## src/design/relative_pose_from_axis_angle_defines.svh

```systemverilog
// Assertion macros used by the relative pose top level.
`ifndef RELATIVE_POSE_FROM_AXIS_ANGLE_DEFINES_SVH
`define RELATIVE_POSE_FROM_AXIS_ANGLE_DEFINES_SVH

`ifndef SYNTH
// Consequent must hold in the same cycle as the antecedent.
`define RPAA_ASSERT_IMPLIES(label, clk, rst, ante, cons) \
  label: assert property (@(posedge clk) disable iff (rst) (ante) |-> (cons)) \
    else $error("rpaa assertion failed");
// Condition must never be seen.
`define RPAA_ASSERT_NEVER(label, clk, rst, cond) \
  label: assert property (@(posedge clk) disable iff (rst) !(cond)) \
    else $error("rpaa assertion failed");
`else
`define RPAA_ASSERT_IMPLIES(label, clk, rst, ante, cons)
`define RPAA_ASSERT_NEVER(label, clk, rst, cond)
`endif

`endif

```

## src/design/rpaa_pkg.sv

```systemverilog
// Shared constants, types and tables for the relative pose pipeline.
package rpaa_pkg;

  // CORDIC iterations (12..32)
  localparam int CORDIC_STAGES = 18;

  // Field widths
  localparam int ROT_W   = 18;  // rotation vector, Q3.14
  localparam int SHIFT_W = 32;  // translation, Q15.16
  localparam int OUT_W   = 18;  // rotation output, Q1.16

  // Internal widths
  localparam int RAD_W      = 40;        // 16*|v|^2
  localparam int SQRT_STEPS = RAD_W / 2;
  localparam int THETA_W    = 20;        // |v| in Q.16
  localparam int MAG_W      = 18;        // |v_i|
  localparam int QUO_W      = 31;        // axis quotient, <= 2^30
  localparam int REM_W      = 21;
  localparam int AXIS_W     = 32;        // axis component, Q.30
  localparam int CS_W       = 34;        // CORDIC datapath, Q.30
  localparam int ANG_W      = 37;        // unreduced angle, Q.30
  localparam int MAT_W      = 32;        // matrix entry, Q.30

  // Pipeline latencies
  localparam int SQRT_LAT   = SQRT_STEPS + 1;
  localparam int DIV_LAT    = QUO_W + 2;
  localparam int CS_LAT     = CORDIC_STAGES + 4;
  localparam int BRANCH_LAT = (DIV_LAT > CS_LAT) ? DIV_LAT : CS_LAT;
  localparam int MAT_LAT    = 3;
  localparam int ROD_LAT    = SQRT_LAT + BRANCH_LAT + MAT_LAT;
  localparam int COMP_LAT   = 4;
  localparam int TOTAL_LAT  = ROD_LAT + COMP_LAT;

  // Angle constants, Q.30
  localparam logic signed [ANG_W-1:0] PI30          = 37'sd3373259426;
  localparam logic signed [ANG_W-1:0] TWO_PI30      = 37'sd6746518852;
  localparam logic signed [ANG_W-1:0] THREE_PI30    = 37'sd10119778278;
  localparam logic signed [ANG_W-1:0] FOUR_PI30     = 37'sd13493037704;
  localparam logic signed [ANG_W-1:0] HALF_PI30     = 37'sd1686629713;
  localparam logic signed [ANG_W-1:0] NEG_HALF_PI30 = -37'sd1686629713;

  localparam logic signed [CS_W-1:0]  GAIN30    = 34'sd652032874;
  localparam logic signed [CS_W-1:0]  ONE30_CS  = 34'sd1073741824;
  localparam logic signed [MAT_W-1:0] ONE30     = 32'sd1073741824;
  localparam logic signed [MAT_W-1:0] NEG_ONE30 = -32'sd1073741824;

  typedef logic signed [ROT_W-1:0]   rot_t;
  typedef logic signed [SHIFT_W-1:0] shift_t;
  typedef logic signed [OUT_W-1:0]   out_t;
  typedef logic signed [AXIS_W-1:0]  axis_t;
  typedef logic signed [CS_W-1:0]    cs_t;
  typedef logic signed [ANG_W-1:0]   ang_t;
  typedef logic signed [MAT_W-1:0]   mat_t;

  // Control travelling with each transaction
  typedef struct packed {
    logic valid;
    logic ident;   // zero rotation vector
  } ctl_t;

  // atan(2^-i) in Q.30
  function automatic cs_t atan_q30(input int idx);
    unique case (idx)
      0:  return 34'sd843314857;
      1:  return 34'sd497837829;
      2:  return 34'sd263043837;
      3:  return 34'sd133525159;
      4:  return 34'sd67021687;
      5:  return 34'sd33543516;
      6:  return 34'sd16775851;
      7:  return 34'sd8388437;
      8:  return 34'sd4194283;
      9:  return 34'sd2097149;
      10: return 34'sd1048576;
      11: return 34'sd524288;
      12: return 34'sd262144;
      13: return 34'sd131072;
      14: return 34'sd65536;
      15: return 34'sd32768;
      16: return 34'sd16384;
      17: return 34'sd8192;
      18: return 34'sd4096;
      19: return 34'sd2048;
      20: return 34'sd1024;
      21: return 34'sd512;
      22: return 34'sd256;
      23: return 34'sd128;
      24: return 34'sd64;
      25: return 34'sd32;
      26: return 34'sd16;
      27: return 34'sd8;
      28: return 34'sd4;
      29: return 34'sd2;
      30: return 34'sd1;
      default: return '0;
    endcase
  endfunction

endpackage

```

## src/design/rpaa_isqrt.sv

```systemverilog
// Pipelined squared norm and integer square root of a rotation vector.
module rpaa_isqrt (
  input  logic                                clk,
  input  logic                                rst,
  input  logic                                in_valid,
  input  rpaa_pkg::rot_t                      v [3],
  output rpaa_pkg::ctl_t                      ctl,
  output rpaa_pkg::rot_t                      v_out [3],
  output logic [rpaa_pkg::THETA_W-1:0]        theta
);
  localparam int N = rpaa_pkg::SQRT_STEPS;
  localparam int W = rpaa_pkg::RAD_W;
  localparam int SQ_W = 2 * rpaa_pkg::ROT_W;

  logic [W-1:0]   rad_next;
  logic [W-1:0]   rem  [N+1];
  logic [W-1:0]   root [N+1];
  rpaa_pkg::ctl_t cs   [N+1];
  rpaa_pkg::rot_t vs   [N+1][3];

  // 16 * (vx^2 + vy^2 + vz^2)
  always_comb begin
    logic signed [SQ_W-1:0] sq0, sq1, sq2;
    sq0 = v[0] * v[0];
    sq1 = v[1] * v[1];
    sq2 = v[2] * v[2];
    rad_next = (W'(unsigned'(sq0)) + W'(unsigned'(sq1)) + W'(unsigned'(sq2))) << 4;
  end

  always_ff @(posedge clk) begin
    rem[0]  <= rad_next;
    root[0] <= '0;
    vs[0]   <= v;
    if (rst) begin
      cs[0] <= '0;
    end else begin
      cs[0] <= '{valid: in_valid, ident: (rad_next == '0)};
    end
  end

  // One root bit per stage
  for (genvar s = 0; s < N; s++) begin : g_step
    localparam logic [W:0] BIT = (W+1)'(1) << (W - 2 - 2*s);
    logic [W:0]   trial;
    logic [W-1:0] rem_next, root_next;

    always_comb begin
      trial = {1'b0, root[s]} + BIT;
      if ({1'b0, rem[s]} >= trial) begin
        rem_next  = W'({1'b0, rem[s]} - trial);
        root_next = W'(({1'b0, root[s]} >> 1) + BIT);
      end else begin
        rem_next  = rem[s];
        root_next = root[s] >> 1;
      end
    end

    always_ff @(posedge clk) begin
      rem[s+1]  <= rem_next;
      root[s+1] <= root_next;
      vs[s+1]   <= vs[s];
      if (rst) begin
        cs[s+1] <= '0;
      end else begin
        cs[s+1] <= cs[s];
      end
    end
  end

  assign ctl   = cs[N];
  assign v_out = vs[N];
  assign theta = root[N][rpaa_pkg::THETA_W-1:0];

endmodule

```

## config.mk

```make
export PLATFORM = sky130hd
export DESIGN_NAME = rpaa_isqrt
export DESIGN_NICKNAME = d
export VERILOG_FILES = /design/src/design/relative_pose_from_axis_angle_defines.svh /design/src/design/rpaa_pkg.sv /design/src/design/rpaa_isqrt.sv
export SDC_FILE = /design/constraint.sdc
export NUM_CORES = 2
export LEC_CHECK = 0
export BUFFER_PORTS_ARGS = -buffer_cell sky130_fd_sc_hd__buf_2
export CAP_MARGIN = 20
export CORE_ASPECT_RATIO = 0.6
export CORE_UTILIZATION = 55
export CTS_BUF_LIST = sky130_fd_sc_hd__clkbuf_8
export DETAILED_ROUTE_END_ITERATION = 6
export PLACE_DENSITY = 0.82
export SYNTH_ARGS = -nofsm -noshare
export SYNTH_HDL_FRONTEND = slang
export SYNTH_SLANG_ARGS = --single-unit
```

## constraint.sdc

```tcl
create_clock -name clk -period 12.9 [get_ports clk]
set_input_delay 1.935 -clock clk [delete_from_list [all_inputs] [get_ports clk]]
set_output_delay 1.935 -clock clk [all_outputs]
set_load 0.02 [all_outputs]
```

==> summary.txt <==
Run status
  – Status: complete, no violations

Synth
  – #FFs+latches synth: 2107
  – Post-Synthesis Cells: 8015
  – Avg Cell Area, Syn: 11.3 sq um
  – Synth Area in Adders: 28.5%
  – Largest family of logic cells by synthesized area: adder cells
  – Mux cell area share after synthesis: 0.443%
  – Synth Area in XOR/XNOR: 3.75%
  – Mapped Nets: 9535
  – Mapped Area: 90700 sq um
  – Compound-gate portion of the synthesized area: 4.63%
  – YS warnings: 0
  – Synth unique cells: 69
  – Post-synth EDFFs: 0
  – Ys async rst share: 0%
  – Seq/Total Area, Yosys: 46.5%
  – Synth Area in Simple Gates: 8.67%
  – Main flop type after synthesis: dfxtp_1

Floorplan
  – Row count: 114
  – Die height: 317 um
  – Num ports: 133
  – Die Width: 526 um
  – Core Region: 162000 sq um
  – Die ar.: 167000 sq um
  – Initial Utilization: 55.9%

Finish
  – Synth-to-Final Area Change: 9.46%
  – Layout cells sized above 1: 7.81%
  – Layout Nets: 9804

Clock network
  – CTS tree: yes
  – # clock sinks: 2107
  – Worst skew pair latency: 0.95 ns
  – Clock Path Buffers: 4
  – CTS Buf Count: 292
  – CTS Hold Bufs: 0
  – Post-CTS setup buffer count: 0
  – H-tree levels: 5
  – CTS resizes: 0
  – Root buffer cell: clkbuf_8
  – Reg clk slew, reported paths: 0.07 ns

Setup path
  – Critical Path Most Common Cell: fa_1
  – R2R setup slack: 8.56 ns
  – Crit-path max cell delay: 0.74 ns
  – R2R cell count: 11
  – Worst Path Max Fanout: 14
  – R2r endpoint: rem[3][112]$_DFF_P_
  – Worst Path Arrival: 12.33 ns
  – Worst EP required: 13.69 ns
  – Crit Reg-Reg Startpoint: root[13][15]$_DFF_P_
  – Setup crit start: v[4]
  – CP max stage cell: o21ai_0
  – Critical path class: in -> reg
  – Critical Path Sink Type: flip-flop
  – Crit path capture: cs[0][0]$_SDFF_PP0_
  – CP Launch Type: input pin

Placement
  – Port Buf Inserts: 132
  – Dpl hpwl: 156000 um
  – GP Congestion: 0.985

STA
  – RSZ-0062 raised after global routing: no
  – Worst Skew: 0.0824 ns
  – Max transition margin: 24.2%
  – Worst Tran Pin Value: 1.12 ns
  – Final Cycle Share: 89.4%
  – Final Hold Vio Count: 0
  – Setup TNS: 0 ns
  – Max-slew violation count: 0
  – FMAX: 86.7 MHz
  – Setup-failing EPs final: 0
  – Crit path time final: 11.54 ns

GRT
  – Global routing usage on met2: 33.4%
  – Total congestion overflow: 0
  – GR Util All Layers: 24.6%
  – Initial antenna violation count: 15
  – First-pass GRT wire length: 318000 um
  – Grt peak-use layer: met1
  – Met1 Track Usage GR: 37.0%
  – GR Util met3: 8.48%
  – Vias in the first global route: 58200
  – Largest net degree at the start of global routing: 43

Routing
  – Vias per inst: 5.20
  – Number of remaining DRC errors: 0
  – Post-route ant nets: 0
  – Drt pass-1 iters: 6
  – Starting DRT DRC Count: 5006
  – Vias: 55300
  – Wire per inst: 18.8 um
  – Drt total wl: 200000 um

Min path
  – Hold Crit Class: reg -> reg

Run
  – Max-Cap Viols: 0
==> per-stage QoR <==
| stage | setup WS [ns] | cell area [sq um] | std cells | utilization, % | hold slack (ns) |
|---|---|---|---|---|---|
| floorplan | 2.16 | 90700 | 8015 | - | 0.310 |
| finish | 1.36 | 99200 | 10600 | 61.1 | 0.266 |
| global route | 1.04 | 99200 | 10600 | 61.1 | 0.259 |
| detailed placement | 0.741 | 93400 | 10100 | 57.5 | 0.312 |
| global placement | 0.872 | 93400 | 10100 | 57.5 | 0.310 |
| CTS | 1.69 | 99200 | 10600 | 61.1 | 0.240 |
==> cell usage after synthesis (5+ instances only) <==
library cell	n	share of area (%)
or3_1	39	0.27
buf_4	54	0.45
ha_1	454	6.3
nand3b_1	8	0.066
xor2_1	170	1.6
nand3_1	55	0.30
o21bai_1	18	0.15
o211ai_1	5	0.041
a21boi_0	15	0.12
a21o_1	65	0.54
o41ai_1	8	0.077
nor4_1	100	0.69
inv_1	1549	6.4
and3_1	18	0.12
a211o_1	7	0.068
mux2_2	25	0.31
a21oi_1	156	0.86
o2111ai_1	5	0.048
a31oi_1	17	0.12
fa_1	1009	22
nand2b_1	63	0.43
and2_1	152	1.0
nand2_1	560	2.3
o21a_1	48	0.40
xnor2_1	218	2.1
nor2_1	279	1.2
a31o_2	9	0.087
nand4_1	41	0.28
or4_1	23	0.19
or2_2	21	0.14
o31ai_1	42	0.35
dfxtp_1	2107	47
o21ai_0	220	1.2
nor2b_1	87	0.60
mux2i_1	12	0.13
clkbuf_1	135	0.56
nor4b_1	18	0.17
and4_1	6	0.058
a2111oi_0	6	0.058
nor3_1	114	0.63
a211oi_1	16	0.13
==> flip-flops by register name, summed over array words and instances, names as in the netlist <==
register and count:
vs 1134, rem 721, root 210, cs 42
==> worst min-delay path by stage <==
stage / slack, ns / start / depth (start not counted) / endpoint
after floorplan: 0.31 / rem[0][4]$_DFF_P_ / 0 / rem[0][44]$_DFF_P_
after global placement: 0.31 / vs[0][27]$_DFF_P_ / 0 / vs[0][81]$_DFF_P_
after detailed placement: 0.31 / vs[1][157]$_DFF_P_ / 0 / vs[1][211]$_DFF_P_
after CTS: 0.24 / vs[1][249]$_DFF_P_ / 0 / vs[1][303]$_DFF_P_
after global routing: 0.26 / vs[0][404]$_DFF_P_ / 0 / vs[1][26]$_DFF_P_
final: 0.27 / vs[1][249]$_DFF_P_ / 0 / vs[1][303]$_DFF_P_
==> worst max-delay path, delay by kind of cell <==
kind	cells	cell delay (ns)
buffers and inverters	10	1.69
xor gates and xnor gates	1	0.65
and+or+nand+nor	4	1.07
adders and majority gates	10	5.38
AOI/OAI and AO/OA	5	1.55
==> layout make-up <==
cell class | instances | area (sq um)
fill | 12400 | 63100
clock inverter | 159 | 1040
sequential | 2107 | 42200
tap | 2146 | 2690
multi-input combinational | 4165 | 41800
antenna | 3 | 7.51
inverter | 1551 | 5820
clock buffer | 348 | 4790
timing repair buffer | 167 | 923
==> logic make-up (layout without fill, tap and decap cells) <==
kind of cell,after synthesis,in the layout
XOR/XNOR,388,388
other,0,3
multiplexers,37,37
adder cells (fa/ha/maj),1463,1463
buffers and inverters,1743,2225
AND/OR/NAND/NOR,1602,1602
flip-flops,2107,2107
AO/OA/AOI/OAI,675,675
==> cell usage in the layout (no fill, tap or decap), types with 9 or more instances in the layout <==
cell	n
a21boi_0	15
nand2_1	560
nor3_1	112
and3_1	18
clkbuf_8	348
o31ai_1	42
and2_1	152
a31o_2	9
buf_2	134
nand4_1	41
fa_1	1009
clkinv_2	42
ha_1	454
mux2_2	25
or3_1	39
clkinvlp_4	11
xnor2_1	218
o21ai_0	220
nor2_1	278
xor2_1	170
a21oi_1	156
a31oi_1	16
inv_1	1629
nor4b_1	18
nor4_1	98
nand3_1	55
mux2i_1	12
or2_2	21
dfxtp_1	2107
nor2b_1	87
buf_4	30
o21a_1	48
nand2b_1	63
or4_1	23
a211oi_1	14
o21bai_1	18
a21o_1	65
==> per-layer routing <==
layer	vias to the layer above	routed length, um
li1	25200	-
met4	14	4470
met1	27200	91300
met5	-	92
met3	382	26400
met2	2562	77600
Power is not shown: default switching activity piles up to over one toggle a cycle in this logic, so the estimate is an artifact.
